## src/design/szt_pkg.sv

```systemverilog
// ----------------------------------------------------------------------------
// szt_pkg
// Types, constants and register codes of the scheduled zone thermostat.
// ----------------------------------------------------------------------------
`default_nettype none

package szt_pkg;

    // Sizes of the schedule store.
    localparam int ZONES          = 8;
    localparam int SLOTS_PER_WEEK = 672;
    localparam int TEMP_BITS      = 12;
    localparam int ADDR_W         = $clog2(ZONES * SLOTS_PER_WEEK);
    localparam int MEM_DEPTH      = ZONES * SLOTS_PER_WEEK;

    // Width that holds a target plus or minus the half band.
    localparam int CMP_W = TEMP_BITS + 2;

    // Depth of the queue between front and back.
    localparam int QDEPTH = 2;
    localparam int QPTR_W = (QDEPTH > 1) ? $clog2(QDEPTH) : 1;
    localparam int QCNT_W = $clog2(QDEPTH + 1);

    // Configuration port sizes.
    localparam int CFG_IDX_W  = 2;
    localparam int CFG_DATA_W = 16;

    // Configuration register indexes.
    localparam logic [CFG_IDX_W-1:0] CFG_BAND_HALF  = 2'd0;
    localparam logic [CFG_IDX_W-1:0] CFG_OVR_WINDOW = 2'd1;
    localparam logic [CFG_IDX_W-1:0] CFG_BOOST_SP   = 2'd2;
    localparam logic [CFG_IDX_W-1:0] CFG_FALLBACK   = 2'd3;

    // Command codes.
    localparam logic CMD_WRITE = 1'b0;
    localparam logic CMD_EVAL  = 1'b1;

    typedef logic signed [TEMP_BITS-1:0] temp_t;

    // One input item.
    typedef struct packed {
        logic        command;
        logic [2:0]  zone;
        logic [9:0]  slot;
        temp_t       temp_value;
        logic [31:0] now_s;
        logic        switch_linked;
        logic        switch_action;
        logic [31:0] switch_date_s;
        logic [31:0] remote_date_s;
        temp_t       remote_setpoint;
        logic        sensor_present;
    } req_item_t;

    // One result item.
    typedef struct packed {
        logic [2:0] out_zone;
        logic       write_ack;
        logic       heater_on;
        temp_t      target_setpoint;
    } rsp_item_t;

    // Configuration registers.
    typedef struct packed {
        logic [7:0]  band_half;
        logic [15:0] override_window_s;
        temp_t       boost_setpoint;
        temp_t       fallback_temp;
    } cfg_t;

    // Classified item handed from front to back.
    typedef struct packed {
        logic              is_write;
        logic [2:0]        zone;
        logic              zone_ok;
        logic              sched_ok;
        logic [ADDR_W-1:0] addr;
        logic              use_ovr;
        temp_t             ovr_target;
        temp_t             value;
    } job_t;

endpackage

`default_nettype wire

```

## src/design/szt_queue.sv

```systemverilog
// ----------------------------------------------------------------------------
// szt_queue
// Short queue of classified items between the front and the back.
// ----------------------------------------------------------------------------
`default_nettype none

module szt_queue (
    input  wire logic          clk,
    input  wire logic          rst_n,
    input  wire logic          push,
    input  wire szt_pkg::job_t push_job,
    output logic               q_full,
    input  wire logic          pop,
    output logic               q_valid,
    output szt_pkg::job_t      q_job
);
    import szt_pkg::*;

    job_t              entry_reg [QDEPTH];
    logic [QPTR_W-1:0] wr_ptr_reg;
    logic [QPTR_W-1:0] rd_ptr_reg;
    logic [QCNT_W-1:0] count_reg;

    assign q_full  = (32'(count_reg) == QDEPTH);
    assign q_valid = (count_reg != '0);
    assign q_job   = entry_reg[rd_ptr_reg];

    // Entry storage.
    always_ff @(posedge clk)
    begin
        if (push)
        begin
            entry_reg[wr_ptr_reg] <= push_job;
        end
    end

    // Pointers and fill count.
    always_ff @(posedge clk or negedge rst_n)
    begin
        if (!rst_n)
        begin
            wr_ptr_reg <= '0;
            rd_ptr_reg <= '0;
            count_reg  <= '0;
        end
        else
        begin
            if (push)
            begin
                wr_ptr_reg <= (32'(wr_ptr_reg) == QDEPTH - 1) ? '0 : wr_ptr_reg + 1'b1;
            end
            if (pop)
            begin
                rd_ptr_reg <= (32'(rd_ptr_reg) == QDEPTH - 1) ? '0 : rd_ptr_reg + 1'b1;
            end
            if (push && !pop)
            begin
                count_reg <= count_reg + 1'b1;
            end
            else if (pop && !push)
            begin
                count_reg <= count_reg - 1'b1;
            end
        end
    end

endmodule

`default_nettype wire

```

## config.mk

```make
export PLATFORM = sky130hd
export DESIGN_NAME = szt_queue
export DESIGN_NICKNAME = d
export VERILOG_FILES = /design/src/design/szt_pkg.sv /design/src/design/szt_queue.sv
export SDC_FILE = /design/constraint.sdc
export NUM_CORES = 1
export LEC_CHECK = 0
export ABC_AREA = 1
export BUFFER_PORTS_ARGS = -buffer_cell sky130_fd_sc_hd__buf_2
export CAP_MARGIN = 20
export CORE_MARGIN = 1
export CORE_UTILIZATION = 47
export CTS_CLUSTER_DIAMETER = 150
export CTS_CLUSTER_SIZE = 30
export DETAILED_ROUTE_END_ITERATION = 16
export PLACE_DENSITY = 0.71
export SETUP_SLACK_MARGIN = 0.3
export SLEW_MARGIN = 5
export SYNTH_ARGS = -nofsm -noshare
export SYNTH_HDL_FRONTEND = slang
export SYNTH_SLANG_ARGS = --single-unit
```

## constraint.sdc

```tcl
create_clock -name clk -period 2.7 [get_ports clk]
set_input_delay 0.54 -clock clk [delete_from_list [all_inputs] [get_ports clk]]
set_output_delay 0.54 -clock clk [all_outputs]
set_load 0.03 [all_outputs]
```

==> results.json <==
{
  "drtPass1Iterations": 4,
  "r2r_start": "wr_ptr_reg$_DFFE_PN0P_",
  "slew_violations": 0,
  "io_buffers": 93,
  "whs_ps": 380,
  "min_from": "push_job[29]",
  "met1_length_um": 2240,
  "die_x_um": 89.3,
  "finalCriticalPeriod_ps": 2280,
  "root_buffer": "clkbuf_8",
  "gp_congestion": 0.729,
  "fin_nets": 317,
  "dr_total_vias": 1720,
  "drv_cap": 0,
  "cts_sinks": 92,
  "core_area_um2": 7290,
  "wl_per_cell_um": 14.6,
  "post_cts_buffers": 0,
  "die_area_um2": 7970,
  "setup_viol": 0,
  "grt_start_max_net_pins": 28,
  "hp-class": "input pin to register",
  "finalNonFillerCells": 372,
  "syn_nets": 211,
  "start_util_pct": 49.1,
  "reg2regPathDepth": 3,
  "tightest_slew_ps": 403,
  "synth_area_per_cell_um2": 22.1,
  "r2r_slack_ps": 1310,
  "clk_path_buf_depth": 2,
  "hold_end": "entry_reg[1][29]$_DFFE_PP_",
  "crit_type": "register to output pin",
  "clock_latency_ps": 340,
  "clkSlewWorstSetupHoldPaths_ps": 80,
  "routed_wl_um": 5430,
  "synth_cells": 162,
  "ios": 94,
  "largest_register_ffs": 88,
  "grt_first_pass_wirelength_um": 8220,
  "overflow": 0,
  "yosys_warnings": 0,
  "skew_ps": 4.42,
  "rows": 31,
  "end_kind": "output pin",
  "cts_tree": "built",
  "rsz0062_at_grt": "no",
  "r2r-end": "entry_reg[1][21]$_DFFE_PP_",
  "antenna_found_initial": 0,
  "drt-initial-drc-count": 65,
  "max_slew_margin_pct": 73.1,
  "ant_nets": 0,
  "nFillCells": 568,
  "drive_gt1_share_pct": 58.2,
  "numCtsBuffers": 9,
  "grt_pass1_vias": 1742,
  "cp-start-kind": "register",
  "max_freq_mhz": 439,
  "place_hpwl_um": 3680,
  "worst-path-max-fanout": 18,
  "post-route-drc-count": 0,
  "leakage_uw": 0.00182,
  "dp.cells": 355,
  "powerDensity_nw_per_um2": 1140,
  "run_status": "completed",
  "peakVddDrop_mv": 0.710,
  "synth.distinct_cells": 14,
  "track_usage_pct": 14.6,
  "period_share_pct": 84.4,
  "ys_ff_latch": 92,
  "dr_wl_met2_um": 2830,
  "die_h_um": 89.3,
  "arrival_ps": 1740,
  "cts-htree-levels": 3,
  "diodes": 0,
  "min_path_cells": 1,
  "required_ps": 2160,
  "final.setup.tns_ps": 0,
  "top_layer": "met4",
  "synth-seq-area-share_pct": 76.6,
  "hold_viol": 0,
  "via_per_inst": 4.62,
  "syn_area_um2": 3580,
  "wl_met3_um": 248,
  "area_delta_synth_final_pct": 23.6
}
[stage by stage]
step	cell area (um^2)	worst slack, ps	utilization (%)	power (uW)
4_1_cts	4430	388	60.7	5100
3_5_place_dp	4160	662	57.0	3960
6_report	4430	422	60.7	5040
3_3_place_gp	4160	673	57.0	3930
2_1_floorplan	3580	580	-	3580
5_1_grt	4430	342	60.7	5270
[worst max-delay path by stage]
stage / cells past startpoint / to / startpoint
2_1_floorplan: 2 / entry_reg[0][0]$_DFFE_PP_ / push
3_3_place_gp: 3 / q_job[1] / rd_ptr_reg$_DFFE_PN0P_
3_5_place_dp: 3 / q_job[9] / rd_ptr_reg$_DFFE_PN0P_
4_1_cts: 3 / q_job[9] / rd_ptr_reg$_DFFE_PN0P_
5_1_grt: 3 / q_job[1] / rd_ptr_reg$_DFFE_PN0P_
6_report: 3 / q_job[9] / rd_ptr_reg$_DFFE_PN0P_
[repair_timing]
action | 4_1_cts | 5_1_grt
resized for setup | 1 | 0
hold buffers | 1 | 0
endpoints found under the setup margin | 15 | 0
endpoints found under the hold margin | 4 | 0
[synthesized netlist by cell type]
library cell	count	area, um^2
xor2_1	2	17.5
xnor2_1	1	8.76
nand3_1	1	5.00
nor2_1	2	7.51
mux2_2	5	56.3
buf_6	1	11.3
edfxtp_1	88	2640
ha_1	1	12.5
nand2_1	6	22.5
mux2_4	39	586
dfrtp_1	4	100
buf_12	4	80.1
inv_1	7	26.3
nand4_1	1	6.26
[layout by cell type (no fill, tap or decap), types with 2 or more instances in the layout]
| cell type | Yosys | routed |
|---|---|---|
| buf_2 | 0 | 93 |
| edfxtp_1 | 88 | 88 |
| mux2_4 | 39 | 39 |
| clkbuf_8 | 0 | 9 |
| inv_1 | 7 | 6 |
| nand2_1 | 6 | 6 |
| mux2_2 | 5 | 5 |
| bufinv_16 | 0 | 4 |
| buf_4 | 0 | 4 |
| dfrtp_1 | 4 | 3 |
| xor2_1 | 2 | 2 |
| clkbuf_1 | 0 | 2 |
| buf_12 | 4 | 2 |
[cell families after synthesis]
| family | count (synthesis) | synth area share, % |
|---|---|---|
| flops | 92 | 76.6 |
| fa+ha+maj | 1 | 0.349 |
| simple gates | 10 | 1.15 |
| xor+xnor | 3 | 0.734 |
| mux | 44 | 17.9 |
| buf+inv | 12 | 3.28 |
[routing by layer]
metal	GRT usage, %	vias up
met5	0	-
met4	7.79	0
met3	4.43	11
met2	25.0	49
met1	16.6	831
li1	-	829
[report_power, final]
group	switching, uW	internal [uW]
Combinational	1090	768
Sequential	145	1900
Clock	432	707
[layout make-up]
class                   instances  area (um^2)  area share [%]
repair buffers                100          546            12.3
inverters                       7         26.3           0.594
clock inverters                 5          124            2.80
flip-flops and latches         92         2750            62.0
multi-input cells              58          729            16.5
well taps                      99          124            2.80
clock buffers                  11          131            2.97
[worst max-delay path: stages (launching register included)]
cell and delay [ps]:
dfrtp_4 620, buf_4 270, mux2_4 310, buf_2 180
No activity file was read; power rests on OpenSTA's default activity.
