===== src/design/szt_pkg.sv =====
// ----------------------------------------------------------------------------
// szt_pkg
// Types, constants and register codes of the scheduled zone thermostat.
// ----------------------------------------------------------------------------
`default_nettype none

package szt_pkg;

    // Sizes of the schedule store.
    localparam int ZONES          = 8;
    localparam int SLOTS_PER_WEEK = 672;
    localparam int TEMP_BITS      = 12;
    localparam int ADDR_W         = $clog2(ZONES * SLOTS_PER_WEEK);
    localparam int MEM_DEPTH      = ZONES * SLOTS_PER_WEEK;

    // Width that holds a target plus or minus the half band.
    localparam int CMP_W = TEMP_BITS + 2;

    // Depth of the queue between front and back.
    localparam int QDEPTH = 2;
    localparam int QPTR_W = (QDEPTH > 1) ? $clog2(QDEPTH) : 1;
    localparam int QCNT_W = $clog2(QDEPTH + 1);

    // Configuration port sizes.
    localparam int CFG_IDX_W  = 2;
    localparam int CFG_DATA_W = 16;

    // Configuration register indexes.
    localparam logic [CFG_IDX_W-1:0] CFG_BAND_HALF  = 2'd0;
    localparam logic [CFG_IDX_W-1:0] CFG_OVR_WINDOW = 2'd1;
    localparam logic [CFG_IDX_W-1:0] CFG_BOOST_SP   = 2'd2;
    localparam logic [CFG_IDX_W-1:0] CFG_FALLBACK   = 2'd3;

    // Command codes.
    localparam logic CMD_WRITE = 1'b0;
    localparam logic CMD_EVAL  = 1'b1;

    typedef logic signed [TEMP_BITS-1:0] temp_t;

    // One input item.
    typedef struct packed {
        logic        command;
        logic [2:0]  zone;
        logic [9:0]  slot;
        temp_t       temp_value;
        logic [31:0] now_s;
        logic        switch_linked;
        logic        switch_action;
        logic [31:0] switch_date_s;
        logic [31:0] remote_date_s;
        temp_t       remote_setpoint;
        logic        sensor_present;
    } req_item_t;

    // One result item.
    typedef struct packed {
        logic [2:0] out_zone;
        logic       write_ack;
        logic       heater_on;
        temp_t      target_setpoint;
    } rsp_item_t;

    // Configuration registers.
    typedef struct packed {
        logic [7:0]  band_half;
        logic [15:0] override_window_s;
        temp_t       boost_setpoint;
        temp_t       fallback_temp;
    } cfg_t;

    // Classified item handed from front to back.
    typedef struct packed {
        logic              is_write;
        logic [2:0]        zone;
        logic              zone_ok;
        logic              sched_ok;
        logic [ADDR_W-1:0] addr;
        logic              use_ovr;
        temp_t             ovr_target;
        temp_t             value;
    } job_t;

endpackage

`default_nettype wire


===== src/design/szt_front.sv =====
// ----------------------------------------------------------------------------
// szt_front
// Accepts items, checks ranges, forms the store address and settles the
// override target and the measured temperature.
// ----------------------------------------------------------------------------
`default_nettype none

module szt_front (
    input  wire logic              clk,
    input  wire logic              rst_n,
    input  wire logic              req_valid,
    output logic                   req_stall,
    input  wire szt_pkg::req_item_t req_item,
    input  wire szt_pkg::cfg_t     cfg,
    input  wire logic              q_full,
    output logic                   push,
    output szt_pkg::job_t          push_job
);
    import szt_pkg::*;

    logic        front_valid_reg;
    job_t        job_reg;
    job_t        job_next;
    logic        accept;
    logic [31:0] remote_age;
    logic [31:0] switch_age;
    logic        remote_recent;
    logic        switch_recent;

    // Handshake toward the source and toward the queue.
    assign req_stall = front_valid_reg && q_full;
    assign accept    = req_valid && !req_stall;
    assign push      = front_valid_reg && !q_full;
    assign push_job  = job_reg;

    // Ages are taken modulo 2^32.
    assign remote_age    = req_item.now_s - req_item.remote_date_s;
    assign switch_age    = req_item.now_s - req_item.switch_date_s;
    assign remote_recent = remote_age < {16'd0, cfg.override_window_s};
    assign switch_recent = switch_age < {16'd0, cfg.override_window_s};

    // Classify the incoming item.
    always_comb
    begin
        job_next.is_write = (req_item.command == CMD_WRITE);
        job_next.zone     = req_item.zone;
        job_next.zone_ok  = 32'(req_item.zone) < ZONES;
        job_next.sched_ok = job_next.zone_ok && (32'(req_item.slot) < SLOTS_PER_WEEK);
        job_next.addr     = ADDR_W'(32'(req_item.zone) * SLOTS_PER_WEEK
                                    + 32'(req_item.slot));
        job_next.use_ovr    = 1'b0;
        job_next.ovr_target = req_item.remote_setpoint;
        if (remote_recent)
        begin
            job_next.use_ovr    = 1'b1;
            job_next.ovr_target = req_item.remote_setpoint;
        end
        else if (req_item.switch_linked && req_item.switch_action && switch_recent)
        begin
            job_next.use_ovr    = 1'b1;
            job_next.ovr_target = cfg.boost_setpoint;
        end
        // Setpoint for a write; measurement, or the fallback without a sensor, for an evaluation.
        if (job_next.is_write || req_item.sensor_present)
        begin
            job_next.value = req_item.temp_value;
        end
        else
        begin
            job_next.value = cfg.fallback_temp;
        end
    end

    // Holding register of the front stage.
    always_ff @(posedge clk or negedge rst_n)
    begin
        if (!rst_n)
        begin
            front_valid_reg <= 1'b0;
        end
        else if (accept)
        begin
            front_valid_reg <= 1'b1;
            job_reg         <= job_next;
        end
        else if (push)
        begin
            front_valid_reg <= 1'b0;
        end
    end

endmodule

`default_nettype wire


===== config.mk =====
export PLATFORM = sky130hd
export DESIGN_NAME = szt_front
export DESIGN_NICKNAME = d
export VERILOG_FILES = /design/src/design/szt_pkg.sv /design/src/design/szt_front.sv
export SDC_FILE = /design/constraint.sdc
export NUM_CORES = 1
export LEC_CHECK = 0
export BUFFER_PORTS_ARGS = -buffer_cell sky130_fd_sc_hd__buf_2
export CORE_UTILIZATION = 53
export DETAILED_ROUTE_END_ITERATION = 6
export MAX_ROUTING_LAYER = met4
export PLACE_DENSITY = 0.85
export SLEW_MARGIN = 20
export SYNTH_ARGS = -nofsm -noshare
export SYNTH_HDL_FRONTEND = slang
export SYNTH_SLANG_ARGS = --single-unit

===== constraint.sdc =====
create_clock -name clk -period 6.1 [get_ports clk]
set_input_delay 1.22 -clock clk [delete_from_list [all_inputs] [get_ports clk]]
set_output_delay 1.22 -clock clk [all_outputs]
set_load 0.005 [all_outputs]

==> results of run 1 <==
-- report_power, final --
group | switching (mW) | internal (mW)
logic | 0.391 | 0.308
registers | 0.00310 | 0.351
clock network | 0.0926 | 0.146
total | 0.487 | 0.806
-- cell type report --
| cell class | instances | area [um^2] | area share [%] |
|---|---|---|---|
| flip-flops and latches | 44 | 1320 | 15.9 |
| multi-input cells | 660 | 5000 | 60.6 |
| well taps | 168 | 210 | 2.54 |
| diodes | 2 | 5.00 | 0.0606 |
| clock inverters | 2 | 7.51 | 0.0909 |
| repair buffers | 236 | 1250 | 15.1 |
| inverters | 91 | 342 | 4.13 |
| clock buffers | 5 | 125 | 1.51 |
-- path summary, 6_finish.rpt --
check / cells past startpoint / slack (ns) / endpoint / start
worst max register to register: 3 / 4.65 / push_job[33]$_DFFE_PP_ / front_valid_reg$_DFFE_PN0P_
worst min-delay path: 1 / 0.72 / front_valid_reg$_DFFE_PN0P_ / rst_n
worst min register to register: 2 / 0.72 / front_valid_reg$_DFFE_PN0P_ / front_valid_reg$_DFFE_PN0P_
worst max-delay path: 23 / 0.27 / push_job[15]$_DFFE_PP_ / req_item[79]
min in group clk: 2 / 0.72 / front_valid_reg$_DFFE_PN0P_ / front_valid_reg$_DFFE_PN0P_
max in group asynchronous: 1 / 5.28 / front_valid_reg$_DFFE_PN0P_ / rst_n
-- logic make-up (layout without fill, tap and decap cells) --
family	Yosys count	in the layout	synth area share, %
buffers and inverters	118	334	7.15
other	1	3	0.0555
AND/OR/NAND/NOR	231	231	16.8
multiplexers	30	30	5.45
flip-flops	44	44	19.5
AO/OA/AOI/OAI	241	241	24.6
adder cells (fa/ha/maj)	104	104	19.6
XOR/XNOR	53	53	6.88
-- worst max-delay path, cell delays in order --
cell and delay (ns):
buf_2 0.09, inv_1 0.07, ha_1 0.16, inv_1 0.06, fa_1 0.39, a21o_1 0.21, a311o_1 0.32, a21oi_2 0.16
o21ai_1 0.11, xor2_1 0.16, ha_1 0.31, a21oi_2 0.14, nor2b_1 0.07, a2111oi_1 0.30, o21ai_1 0.13, a2111oi_2 0.37
o2111ai_2 0.17, a2111oi_2 0.24, buf_4 0.17, nand4_1 0.13, o2111ai_4 0.34, clkbuf_16 0.23, mux2_4 0.30
-- repair_timing --
item,CTS,global route
resized for setup,0,13
setup endpoints to repair,0,12
hold buffers,0,0
setup buffers,0,1
-- layout by cell type (no fill, tap or decap), types with 13 or more instances in the layout --
cell and count:
a21o_1 27, nor2b_1 15, edfxtp_1 43, nor2_1 59, o21ai_0 37, buf_2 225, nand4_1 19, xnor2_1 29
xor2_1 24, ha_1 101, nand2_1 64, inv_1 91, nor3_1 14, o211ai_1 14, nand3_1 21, a21oi_1 65
mux2_2 14, o21a_1 13
-- Yosys cell counts, types with 15 or more instances --
cell type,count
ha_1,101
nor2b_1,15
o21ai_0,40
xor2_1,24
edfxtp_1,43
nor2_1,60
nand3_1,21
inv_1,91
a21oi_1,67
a21o_1,27
nand2_1,64
xnor2_1,29
clkbuf_1,17
nand4_1,19
-- stage by stage --
stage                     area (um^2)  power [mW]  hold slack [ns]
after global routing             8260        1.39            0.715
after CTS                        8160        1.28            0.718
after global placement           8030        1.02            0.675
final                            8260        1.29            0.715
after detailed placement         8030        1.04            0.702
after floorplan                  6750       0.843            0.602
-- layer usage --
| metal | global-route usage, % | wire [um] | vias to the layer above | part of all wire [%] |
|---|---|---|---|---|
| met4 | 13.1 | 652 | 0 | 3.4 |
| met1 | 35.5 | 7930 | 3152 | 41 |
| li1 | - | - | 3441 | - |
| met2 | 52.7 | 9500 | 289 | 49 |
| met3 | 2.48 | 1320 | 43 | 6.8 |
| met5 | - | 0 | - | 0 |
==> reports/metrics.csv, run 1 <==
stage,metric,value,unit
outcome,run status,finished clean,
floorplan,io pins,235,
placement,DP HPWL,16700,um
finish,Fill cells,1048,
critical_path,maximum fanout along the worst path,6,
routing,Routed Antenna Nets,0,
sta,pins over their slew limit,0,
floorplan,Die Area,0.0132,mm^2
synthesis,Unique masters post-synth,77,
clocking,clock latency on the worst-skew pair,0.28,ns
routing,Initial DRC Count,483,
power_and_ir_drop,Cell Pwr Density,156,mW/mm^2
sta,"Setup violations, final",0,
global_route,gr usage total,30.2,%
routing,Vias,6925,
finish,max FFs per register,43,
clocking,Max Buffers Root-to-Sink,2,
global_route,initial antenna violation count,2,
synthesis,share of the synthesized area in the top cell type,19.1,%
placement,dpl cells,1196,
finish,Area Overhead vs Synth,22.4,%
placement,Port Buf Inserts,225,
critical_path,Setup CP Type,in -> reg,
global_route,grt total ovfl,0,
floorplan,chip width,115,um
finish,Non-Filler Instances,1208,
critical_path,Critical Path AT,5.85,ns
global_route,global-route wire length before repair,30400,um
floorplan,Initial Util,55.3,%
sta,skew final,0.00378,ns
synthesis,synthesized area per cell,8.21,um^2
finish,fin nets,1331,
sta,Slew @ Worst Pin,1.06,ns
sta,crit share post-route,95.6,%
synthesis,"EDFF count, synth",43,
global_route,pin count of the biggest net entering global routing,44,
min_path,Hold WC Path Type,in -> async,
clocking,clock transition at the registers of the reported paths,0.05,ns
clocking,clk sink count,44,
power_and_ir_drop,VDD IR max,0.0920,mV
synthesis,largest cells by area after synthesis,"edfxtp_1, ha_1, inv_1",
finish,Layout Utilization,67.7,%
sta,"crit path setup slack, layout",0.269,ns
synthesis,Post-synth ARST share,2.27,%
synthesis,Syn Inst Count,822,
power_and_ir_drop,leak pwr,4.07,nW
synthesis,Main synth FF type,edfxtp_1,
clocking,Clock Tree Root,clkbuf_16,
placement,dpl ws,-0.109,ns
clocking,H-tree level count,2,
sta,maximum clock rate,0.171,GHz
critical_path,CP endpoint kind,flip-flop,
synthesis,synthesized area,0.00675,mm^2
synthesis,syn_nets,1115,
sta,Final Hold Fails,0,
routing,DRC,0,
clocking,CTS tree,done,
routing,routed len/inst,16.1,um
global_route,vias in the first global route,6547,
synthesis,cell taking the most area after synthesis,edfxtp_1,
routing,via/cell ratio,5.73,
floorplan,core area,0.0122,mm^2
critical_path,Startpoint Class,input port,
job,Max-Cap Viols,0,
floorplan,die span in y,115,um
finish,layout cell share with drive strength beyond 1,28.5,%
routing,drt pass-1 iters,5,
clocking,total CTS buffers,5,
synthesis,sequential element share of the synthesized area,19.5,%
sta,Setup TNS,0,ns
synthesis,Yosys Warn Count,0,
routing,DRT Wirelength,19400,um
sta,Slew HR,29.2,%
critical_path,WP data required,6.12,ns
placement,gpl congestion,1.01,
sta,post-route minimum period,5.83,ns
floorplan,row count,40,
synthesis,"FF+latch count, synth",44,
Note: power is estimated with default switching activity, not from simulation.
==> inputs of run 2 (changes only) <==
--- a/config.mk
+++ b/config.mk
@@ -9,7 +9,7 @@
 export CORE_UTILIZATION = 53
 export DETAILED_ROUTE_END_ITERATION = 6
 export MAX_ROUTING_LAYER = met4
-export PLACE_DENSITY = 0.85
+export PLACE_DENSITY = 0.84
 export SLEW_MARGIN = 20
 export SYNTH_ARGS = -nofsm -noshare
 export SYNTH_HDL_FRONTEND = slang
==> reports/metrics.csv, run 2 (same netlist as run 1, synthesis figures left out) <==
stage,metric,value,unit
finish,Fill cells,1057,
clocking,clock transition at the registers of the reported paths,0.06,ns
floorplan,io pins,235,
routing,Routed Antenna Nets,0,
critical_path,Critical Path AT,5.72,ns
clocking,CTS tree,done,
finish,fin nets,1332,
floorplan,Die Area,0.0132,mm^2
power_and_ir_drop,power share of the clock group,22.3,%
outcome,run status,finished clean,
power_and_ir_drop,Pint,0.856,mW
placement,dpl cells,1199,
finish,Area Overhead vs Synth,22.6,%
sta,"crit path setup slack, layout",0.417,ns
clocking,total CTS buffers,5,
floorplan,Initial Util,55.3,%
sta,pins over their slew limit,0,
critical_path,Setup CP Type,in -> reg,
clocking,Clock Tree Root,clkbuf_16,
clocking,setup bufs post-CTS,0,
sta,skew final,0.00171,ns
global_route,global-route wire length before repair,30500,um
floorplan,row count,40,
critical_path,CP endpoint kind,flip-flop,
global_route,initial antenna violation count,2,
critical_path,WP data required,6.14,ns
power_and_ir_drop,Flop pwr share,26.1,%
routing,Initial DRC Count,401,
placement,gpl congestion,0.999,
routing,via/cell ratio,5.74,
routing,drt pass-1 iters,5,
job,Max-Cap Viols,0,
placement,DP HPWL,16700,um
critical_path,maximum fanout along the worst path,12,
floorplan,chip width,115,um
finish,most frequent cells in the layout,"buf_2, ha_1, inv_1",
power_and_ir_drop,leak pwr,4.08,nW
sta,Final Hold Fails,0,
critical_path,crit-path max cell delay,0.38,ns
sta,Slew @ Worst Pin,0.947,ns
clocking,clk sink count,44,
finish,layout cell share with drive strength beyond 1,28.7,%
floorplan,die span in y,115,um
routing,DRC,0,
sta,Setup TNS,0,ns
critical_path,slowest CP cell,fa_1,
sta,post-route minimum period,5.68,ns
global_route,gr usage total,30.3,%
power_and_ir_drop,Comb pwr share,51.6,%
global_route,pin count of the biggest net entering global routing,44,
critical_path,Startpoint Class,input port,
routing,Vias,6941,
clocking,Max Buffers Root-to-Sink,2,
sta,maximum clock rate,0.176,GHz
power_and_ir_drop,Cell Pwr Density,164,mW/mm^2
placement,dpl ws,-0.0761,ns
power_and_ir_drop,Net Sw Frac,37.0,%
power_and_ir_drop,P_sw,0.502,mW
min_path,Hold WC Path Type,in -> async,
clocking,clock latency on the worst-skew pair,0.28,ns
power_and_ir_drop,VDD IR max,0.105,mV
floorplan,core area,0.0122,mm^2
routing,DRT Wirelength,19600,um
finish,"most common cell after layout, fill and taps aside",buf_2,
sta,"Setup violations, final",0,
global_route,grt total ovfl,0,
global_route,vias in the first global route,6478,
finish,Non-Filler Instances,1210,
sta,Slew HR,36.6,%
placement,Port Buf Inserts,225,
finish,max FFs per register,43,
sta,crit share post-route,93.2,%
routing,routed len/inst,16.2,um
sta,unrepaired setup endpoints after global routing,false,
clocking,H-tree level count,2,
==> run 2: routing by layer <==
layer	vias up	global-route usage, %	share of wire [%]
met5	-	-	0
met4	0	11.6	3.2
met3	47	1.90	5.9
met2	268	53.1	49
met1	3180	36.3	42
li1	3446	-	-
==> run 2: power by group through the flow <==
stage	Clock, mW	Sequential, mW	Combinational (mW)
final	0.303	0.354	0.700
after global routing	0.318	0.355	0.777
after CTS	0.306	0.355	0.683
after detailed placement	0	0.361	0.679
after global placement	0	0.361	0.662
after floorplan	0	0.363	0.480
==> run 2: stage by stage <==
step | power (mW) | hold slack (ns) | area, um^2 | utilization, %
floorplan | 0.843 | 0.602 | 6750 | -
global placement | 1.02 | 0.697 | 8050 | 65.9
detailed placement | 1.04 | 0.699 | 8050 | 65.9
CTS | 1.34 | 0.701 | 8220 | 67.3
global route | 1.45 | 0.696 | 8280 | 67.8
finish | 1.36 | 0.702 | 8280 | 67.8
==> run 2: final cells by class <==
type	count	area, um^2	share of cell area [%]
Sequential cell	44	1320	15.9
Inverter	91	342	4.13
Clock inverter	3	46.3	0.559
Timing Repair Buffer	237	1250	15.1
Clock buffer	5	125	1.51
Multi-Input combinational cell	660	4980	60.2
Tap cell	168	210	2.54
Antenna cell	2	5.00	0.0605
==> run 2: what timing repair did <==
item / CTS / global route
setup endpoints to repair: 0 / 12
resized for setup: 0 / 8
hold buffers: 0 / 0
==> run 2: worst paths after layout <==
| path | from | end | slack, ns | cells after the start |
|---|---|---|---|---|
| worst max register to register | front_valid_reg$_DFFE_PN0P_ | push_job[12]$_DFFE_PP_ | 4.57 | 3 |
| worst min-delay path | rst_n | front_valid_reg$_DFFE_PN0P_ | 0.70 | 1 |
| worst min register to register | front_valid_reg$_DFFE_PN0P_ | front_valid_reg$_DFFE_PN0P_ | 0.71 | 2 |
| max in group asynchronous | rst_n | front_valid_reg$_DFFE_PN0P_ | 5.31 | 1 |
| worst max-delay path | req_item[79] | push_job[23]$_DFFE_PP_ | 0.42 | 26 |
| min in group clk | front_valid_reg$_DFFE_PN0P_ | front_valid_reg$_DFFE_PN0P_ | 0.71 | 2 |
==> run 2: worst max-delay path, delay by kind of cell <==
kind            cells  cell delay [ns]
simple gates        5             0.45
mux                 1             0.33
fa+ha+maj           3             0.81
compound gates     10             2.04
buf+inv             6             0.72
xor+xnor            1             0.14
